[config.mk]
export PLATFORM = sky130hd
export DESIGN_NAME = rle_sprite_blit_decoder_unit
export DESIGN_NICKNAME = d
export VERILOG_FILES = /design/src/hw/rtl/rsbd_pkg.sv /design/src/hw/rtl/rsbd_addr.sv /design/src/hw/rtl/rsbd_cfg.sv /design/src/hw/rtl/rsbd_core.sv /design/src/hw/rtl/rle_sprite_blit_decoder_unit.sv
export SDC_FILE = /design/constraint.sdc
export NUM_CORES = 1
export LEC_CHECK = 0
export ABC_CLOCK_PERIOD_IN_PS = 18220
export BUFFER_PORTS_ARGS = -buffer_cell sky130_fd_sc_hd__buf_4
export CAP_MARGIN = 20
export CELL_PAD_IN_SITES_DETAIL_PLACEMENT = 1
export CELL_PAD_IN_SITES_GLOBAL_PLACEMENT = 1
export CORE_AREA = 2 2 183 185
export DETAILED_ROUTE_END_ITERATION = 10
export DIE_AREA = 0 0 185 187
export PLACE_DENSITY = 0.88
export SKIP_LAST_GASP = 1
export SYNTH_ARGS = -nofsm -noshare
export SYNTH_HDL_FRONTEND = slang
export SYNTH_HIERARCHICAL = 1
export SYNTH_SLANG_ARGS = --single-unit
[constraint.sdc]
create_clock -name clk_i -period 18.22 [get_ports clk_i]
set_clock_uncertainty 0.2 [all_clocks]
set_input_delay 2.733 -clock clk_i [delete_from_list [all_inputs] [get_ports clk_i]]
set_output_delay 2.733 -clock clk_i [all_outputs]
set_load 0.02 [all_outputs]
[src/hw/rtl/rsbd_pkg.sv]
`default_nettype none

package rsbd_pkg;

  localparam int unsigned ADDRESS_BITS = 20;
  localparam int unsigned PixAddrW     = 20;
  localparam int unsigned CfgIdxW      = 3;
  localparam int unsigned CfgDataW     = 11;

  typedef enum logic [CfgIdxW-1:0] {
    RegRleMode     = 3'd0,
    RegBlockWidth  = 3'd1,
    RegBlockHeight = 3'd2,
    RegScreenWidth = 3'd3,
    RegPosX        = 3'd4,
    RegPosY        = 3'd5
  } rsbd_reg_e;

  typedef enum logic [3:0] {
    PhTag   = 4'b0001,
    PhSkip  = 4'b0010,
    PhCount = 4'b0100,
    PhLit   = 4'b1000
  } rsbd_phase_e;

  typedef struct packed {
    logic        rle_mode;
    logic [7:0]  block_width;
    logic [7:0]  block_height;
    logic [10:0] screen_width;
    logic [9:0]  pos_x;
    logic [9:0]  pos_y;
  } rsbd_cfg_t;

  typedef struct packed {
    logic                emit;
    logic [PixAddrW-1:0] addr;
    logic [7:0]          value;
  } rsbd_res_t;

endpackage

`default_nettype wire

[src/hw/rtl/rsbd_addr.sv]
`default_nettype none

module rsbd_addr import rsbd_pkg::*; (
  input  rsbd_cfg_t           cfg_i,
  input  logic [9:0]          col_i,
  input  logic [7:0]          row_i,
  output logic [PixAddrW-1:0] addr_o
);

  localparam int unsigned SumW = 23;
  localparam logic [SumW-1:0] AddrMask = SumW'((64'd1 << ADDRESS_BITS) - 64'd1);

  logic [10:0]     y_sum;
  logic [21:0]     y_off;
  logic [SumW-1:0] sum;

  assign y_sum  = 11'(cfg_i.pos_y) + 11'(row_i);
  assign y_off  = 22'(cfg_i.screen_width) * 22'(y_sum);
  assign sum    = SumW'(cfg_i.pos_x) + SumW'(col_i) + SumW'(y_off);
  assign addr_o = PixAddrW'(sum & AddrMask);

endmodule

`default_nettype wire

[src/hw/rtl/rsbd_cfg.sv]
`default_nettype none

module rsbd_cfg import rsbd_pkg::*; (
  input  logic                clk_i,
  input  logic                rst_ni,
  input  logic                wr_i,
  input  logic [CfgIdxW-1:0]  idx_i,
  input  logic [CfgDataW-1:0] data_i,
  output rsbd_cfg_t           cfg_o
);

  rsbd_cfg_t cfg_q, cfg_d;

  always_comb begin
    cfg_d = cfg_q;
    if (wr_i) begin
      case (idx_i)
        RegRleMode:     cfg_d.rle_mode     = data_i[0];
        RegBlockWidth:  cfg_d.block_width  = data_i[7:0];
        RegBlockHeight: cfg_d.block_height = data_i[7:0];
        RegScreenWidth: cfg_d.screen_width = data_i[10:0];
        RegPosX:        cfg_d.pos_x        = data_i[9:0];
        RegPosY:        cfg_d.pos_y        = data_i[9:0];
        default:        cfg_d = cfg_q;
      endcase
    end
  end

  always_ff @(posedge clk_i or negedge rst_ni) begin
    if (!rst_ni) begin
      cfg_q.rle_mode     <= 1'b1;
      cfg_q.block_width  <= 8'd16;
      cfg_q.block_height <= 8'd16;
      cfg_q.screen_width <= 11'd320;
      cfg_q.pos_x        <= 10'd0;
      cfg_q.pos_y        <= 10'd0;
    end else begin
      cfg_q <= cfg_d;
    end
  end

  assign cfg_o = cfg_q;

endmodule

`default_nettype wire

[src/hw/rtl/rsbd_core.sv]
`default_nettype none

module rsbd_core import rsbd_pkg::*; (
  input  logic       clk_i,
  input  logic       rst_ni,
  input  rsbd_cfg_t  cfg_i,
  input  logic       fire_i,
  input  logic [7:0] byte_i,
  input  logic       restart_i,
  output rsbd_res_t  res_o
);

  typedef struct packed {
    logic [9:0] col;
    logic [7:0] row;
    logic       fin;
  } pos_t;

  function automatic pos_t row_end(pos_t p, logic [7:0] bw, logic [7:0] bh);
    pos_t r;
    r = p;
    if (r.col >= 10'(bw)) begin
      r.col = '0;
      r.row = r.row + 8'd1;
      if (r.row >= bh || r.row == 8'd0) r.fin = 1'b1;
    end
    if (r.row >= bh) r.fin = 1'b1;
    return r;
  endfunction

  rsbd_phase_e phase_q, phase_d;
  logic [7:0]  lit_q, lit_d;
  pos_t        pos_q, pos_d;
  logic [15:0] cons_q, cons_d;

  logic [15:0] total;
  logic        emit;
  logic [9:0]  e_col;
  logic [7:0]  e_row;
  logic [PixAddrW-1:0] addr;

  assign total = 16'(cfg_i.block_width) * 16'(cfg_i.block_height);

  always_comb begin
    phase_d = phase_q;
    lit_d   = lit_q;
    pos_d   = pos_q;
    cons_d  = cons_q;
    emit    = 1'b0;
    e_col   = '0;
    e_row   = '0;
    if (restart_i) begin
      phase_d = PhTag;
      lit_d   = '0;
      pos_d   = '0;
      cons_d  = '0;
    end
    if (!(pos_d.fin || cons_d >= total)) begin
      if (!cfg_i.rle_mode) begin
        pos_d = row_end(pos_d, cfg_i.block_width, cfg_i.block_height);
        if (!pos_d.fin) begin
          cons_d    = cons_d + 16'd1;
          emit      = 1'b1;
          e_col     = pos_d.col;
          e_row     = pos_d.row;
          pos_d.col = pos_d.col + 10'd1;
          pos_d     = row_end(pos_d, cfg_i.block_width, cfg_i.block_height);
        end
      end else begin
        case (phase_d)
          PhTag: begin
            pos_d = row_end(pos_d, cfg_i.block_width, cfg_i.block_height);
            if (!pos_d.fin) begin
              phase_d = (byte_i == 8'd0) ? PhSkip : PhCount;
              cons_d  = cons_d + 16'd1;
            end
          end
          PhSkip: begin
            pos_d.col = pos_d.col + 10'(byte_i);
            phase_d   = PhTag;
            cons_d    = cons_d + 16'd1;
          end
          PhCount: begin
            lit_d   = byte_i;
            phase_d = (byte_i == 8'd0) ? PhTag : PhLit;
            cons_d  = cons_d + 16'd1;
          end
          default: begin
            emit      = 1'b1;
            e_col     = pos_d.col;
            e_row     = pos_d.row;
            pos_d.col = pos_d.col + 10'd1;
            lit_d     = lit_d - 8'd1;
            if (lit_d == 8'd0) phase_d = PhTag;
            cons_d    = cons_d + 16'd1;
          end
        endcase
      end
    end
  end

  always_ff @(posedge clk_i or negedge rst_ni) begin
    if (!rst_ni) begin
      phase_q <= PhTag;
      lit_q   <= '0;
      pos_q   <= '0;
      cons_q  <= '0;
    end else if (fire_i) begin
      phase_q <= phase_d;
      lit_q   <= lit_d;
      pos_q   <= pos_d;
      cons_q  <= cons_d;
    end
  end

  rsbd_addr u_addr (
    .cfg_i  (cfg_i),
    .col_i  (e_col),
    .row_i  (e_row),
    .addr_o (addr)
  );

  assign res_o.emit  = emit;
  assign res_o.addr  = addr;
  assign res_o.value = byte_i;

endmodule

`default_nettype wire

[src/hw/rtl/rle_sprite_blit_decoder_unit.sv]
`default_nettype none

// Decodes a sprite's stored bytes, one word per cycle, into framebuffer pixel writes.
// An accepted word lands in an input register; once the result register is free or
// draining, the decode step (phase update, row-end check, one 11x11 pitch multiply and
// address add) runs and any pixel write goes to the result register, and a new word
// is taken every cycle while the result side keeps up. Set restart_i on the first
// word of each sprite. Registers are written through the configuration channel,
// which is always ready; write them only while no word is in flight.
module rle_sprite_blit_decoder_unit import rsbd_pkg::*; (
  input  logic                clk_i,
  input  logic                rst_ni,
  input  logic                cfg_valid_i,
  output logic                cfg_ready_o,
  input  logic [CfgIdxW-1:0]  cfg_index_i,
  input  logic [CfgDataW-1:0] cfg_data_i,
  input  logic                in_valid_i,
  output logic                in_stall_o,
  input  logic [7:0]          stored_byte_i,
  input  logic                restart_i,
  output logic                out_valid_o,
  input  logic                out_stall_i,
  output logic [PixAddrW-1:0] pixel_address_o,
  output logic [7:0]          pixel_value_o
);

  rsbd_cfg_t cfg;
  rsbd_res_t res;

  logic       in_vld_q, in_vld_d;
  logic [7:0] in_byte_q;
  logic       in_restart_q;
  logic       out_vld_q, out_vld_d;
  logic [PixAddrW-1:0] out_addr_q;
  logic [7:0] out_value_q;
  logic       fire, accept;

  assign cfg_ready_o = 1'b1;

  rsbd_cfg u_cfg (
    .clk_i  (clk_i),
    .rst_ni (rst_ni),
    .wr_i   (cfg_valid_i),
    .idx_i  (cfg_index_i),
    .data_i (cfg_data_i),
    .cfg_o  (cfg)
  );

  assign fire       = in_vld_q && (!out_vld_q || !out_stall_i);
  assign in_stall_o = in_vld_q && !fire;
  assign accept     = in_valid_i && !in_stall_o;

  rsbd_core u_core (
    .clk_i     (clk_i),
    .rst_ni    (rst_ni),
    .cfg_i     (cfg),
    .fire_i    (fire),
    .byte_i    (in_byte_q),
    .restart_i (in_restart_q),
    .res_o     (res)
  );

  always_comb begin
    in_vld_d = in_vld_q;
    if (accept) in_vld_d = 1'b1;
    else if (fire) in_vld_d = 1'b0;
    out_vld_d = out_vld_q;
    if (fire) out_vld_d = res.emit;
    else if (!out_stall_i) out_vld_d = 1'b0;
  end

  always_ff @(posedge clk_i or negedge rst_ni) begin
    if (!rst_ni) begin
      in_vld_q  <= 1'b0;
      out_vld_q <= 1'b0;
    end else begin
      in_vld_q  <= in_vld_d;
      out_vld_q <= out_vld_d;
    end
  end

  always_ff @(posedge clk_i) begin
    if (accept) begin
      in_byte_q    <= stored_byte_i;
      in_restart_q <= restart_i;
    end
    if (fire && res.emit) begin
      out_addr_q  <= res.addr;
      out_value_q <= res.value;
    end
  end

  assign out_valid_o     = out_vld_q;
  assign pixel_address_o = out_addr_q;
  assign pixel_value_o   = out_value_q;

endmodule

`default_nettype wire

==> results.md <==
- Avg Vias per Cell: about 6.1
- Root Buffer: clkbuf_16
- Syn_nets: approximately 2100
- Number of global-route vias before repair: 15300
- Starting Density: approximately 49%
- Post-route ant nets: 0
- Detailed Route Iter0 Violations: 899
- Distinct cells, synth: 90
- Setup slack after layout: ~3200 ps
- Clk sinks: 134
- Clock period minus worst slack: ~15000 ps
- Crit Path Max Fanout: 64
- Crit path DAT: about 15000 ps
- Required time of the critical path: ~18000 ps
- Die H: roughly 190 um
- CTS tree: yes
- Cell Area, Synth: 0.0161 sq mm
- DRC Markers: 0
- Pre-antenna DRT Iters: 5
- Final Hold Viols: 0
- Dpl hpwl: 38.5 mm
- Crit path max-delay family: adder cells
- Share of cells above drive strength 1: under 10%
- Relative slew margins: 17.4%
- Routed wire per std cell: between 20 and 25 um
- Maximum clock rate: around 66 MHz
- Cell area after layout: around 0.017 sq mm
- Initial antenna violation count: 0
- Tightest Pin Transition: 1230 ps
- Die area: approximately 0.035 sq mm
- Critical-path top delay cell: clkinv_1
- YS warnings: 6
- Worst setup SP type: flop
- Post-synth EDFFs: 37
- Hold Crit Class: flop to flop
- Latest clock arrival within the worst-skew pair: between 400 and 500 ps
- Htree depth: 4
- Total gr overflow: 0
- Layout area overhead: 7.81%
- Unrepaired setup endpoints after global routing: false
- Num ports: slightly below 60
- Setup WS pre-CTS: 3740 ps
- Pins over their slew limit: 0
- Worst Path Buf+Inv: 9
- Setup Buffers After CTS: 0
- Post-CTS resize count: 0
- Final weighted congestion in routability-driven placement: between 0.9 and 1
- DP Area: roughly 0.017 sq mm
- Number of placement rows: 67
- CTS buffer count: 17
- Die Wd: about 190 um
- N_diodes: 0
- Crit path capture type: flop
- CP most frequent cell: inv_1
- First-pass GRT wire length: between 80 and 90 mm
- Cts hold-fix bufs: 0
- Post-Syn Instances: 1803
- Post-synthesis sequential area ratio: between 20% and 30%
- DR vias: about 14000
- PortBufs: 57
- Main synth FF type: dfrtp_1
- CTS Buffer Depth: 2
- Avg Inst Size Synth: between 8 and 9 sq um
- Nets: approximately 2100
- Largest net degree at the start of global routing: 65
- Final wirelength: 53.7 mm
- Kind of critical path: flop to flop
- Setup TNS Final: 0 ps
- Final setup fails: 0
- Outcome: finished clean
- Tot GR Track Use: 32.0%
- Max Cap Violations: 0
- Synthesis-stage register bit count: 134
- Final Cycle Share: between 80% and 90%
- Slowest cell delay on critical path: 1050 ps
- Core area: 0.0329 sq mm
- Ys async rst share: slightly above 70%
- Worst-path clk slew: ~70 ps
## placed cells by master, fill, tap and decap left out, types with 11 or more instances in the layout
master | synthesis | final
xnor2_1 | 53 | 53
a21oi_1 | 65 | 64
mux2_2 | 23 | 23
buf_4 | 11 | 66
nor2_1 | 114 | 114
inv_1 | 259 | 259
nand2b_1 | 11 | 11
dfrtp_1 | 91 | 91
nor3_1 | 34 | 34
o21a_1 | 14 | 14
ha_1 | 173 | 173
and3_1 | 12 | 12
xor2_1 | 24 | 24
a211oi_1 | 11 | 11
a31oi_1 | 18 | 18
fa_1 | 137 | 137
clkbuf_16 | 0 | 18
and2_1 | 63 | 63
nand3_1 | 32 | 32
edfxtp_1 | 37 | 37
a21o_1 | 19 | 19
nand2_1 | 222 | 222
o21ai_0 | 72 | 72
o211ai_1 | 11 | 11
nor2b_1 | 30 | 30
mux2_4 | 27 | 27
## per-layer routing
metal / track usage, % / share of wire (%) / vias up
li1: - / - / 6024
met1: 37.7 / 39 / 7001
met2: 54.8 / 50 / 610
met3: 5.51 / 5.3 / 232
met4: 18.1 / 6.1 / 0
met5: 0 / 0 / -
## kinds of logic after synthesis
logic type | share of synthesized area [%]
simple gates | 17.3
buf+inv | 8.41
fa+ha+maj | 30.6
compound gates | 12.6
flops | 22.0
xor+xnor | 4.33
mux | 4.75
other cells | 0.0233
## synth_stat cells (all sizes together), types with 37 or more instances
| cell type | number | share of area [%] |
|---|---|---|
| ha | 173 | 13 |
| nand2 | 222 | 5.2 |
| and2 | 64 | 2.5 |
| a21oi | 67 | 2.1 |
| mux2 | 50 | 4.1 |
| xnor2 | 53 | 2.9 |
| dfrtp | 91 | 14 |
| inv | 259 | 6.0 |
| fa | 137 | 17 |
| o21ai | 79 | 2.5 |
| edfxtp | 37 | 6.9 |
| clkbuf | 51 | 1.2 |
| nor2 | 114 | 2.7 |
## area by class of cell
cell class,count,area [sq um]
Fill cell,3825,15500
Multi-Input combinational cell,1330,11200
Sequential cell,134,3550
Inverter,261,980
Tap cell,448,561
Clock buffer,23,499
Timing Repair Buffer,66,495
Clock inverter,9,65.1
## flip-flops by register name, indices dropped and copies added, names as in the netlist
signal	cells
pixel_address_o	20
u_core/pos_q	19
pixel_value_o	8
in_byte_q	8
u_core/phase_q	4
out_valid_o	1
in_restart_q	1
u_core/lit_q	8
u_cfg/cfg_o	48
in_vld_q	1
u_core/cons_q	16
## worst paths after layout
path / from / to / slack, ps / cells after the start
max: in_restart_q / pixel_address_o[19] / 3160 / 42
min: u_core/cons_q[9] / u_core/cons_q[9] / 300 / 1
max reg2reg: in_restart_q / pixel_address_o[19] / 3160 / 42
min reg2reg: u_core/cons_q[9] / u_core/cons_q[9] / 300 / 1
max in group asynchronous: rst_ni / u_cfg/cfg_o[17] / 14460 / 2
min in group asynchronous: rst_ni / u_core/cons_q[15] / 2110 / 1
## per-stage QoR
step | utilization, % | hold slack (ps) | cells
global placement | 51.0 | 284 | 2236
detailed placement | 51.0 | 290 | 2236
floorplan | - | 256 | 1803
finish | 52.8 | 301 | 2271
global route | 52.8 | 324 | 2271
CTS | 52.7 | 302 | 2268
Power is not shown: default switching activity piles up to over one toggle a cycle in this logic, so the estimate is an artifact.
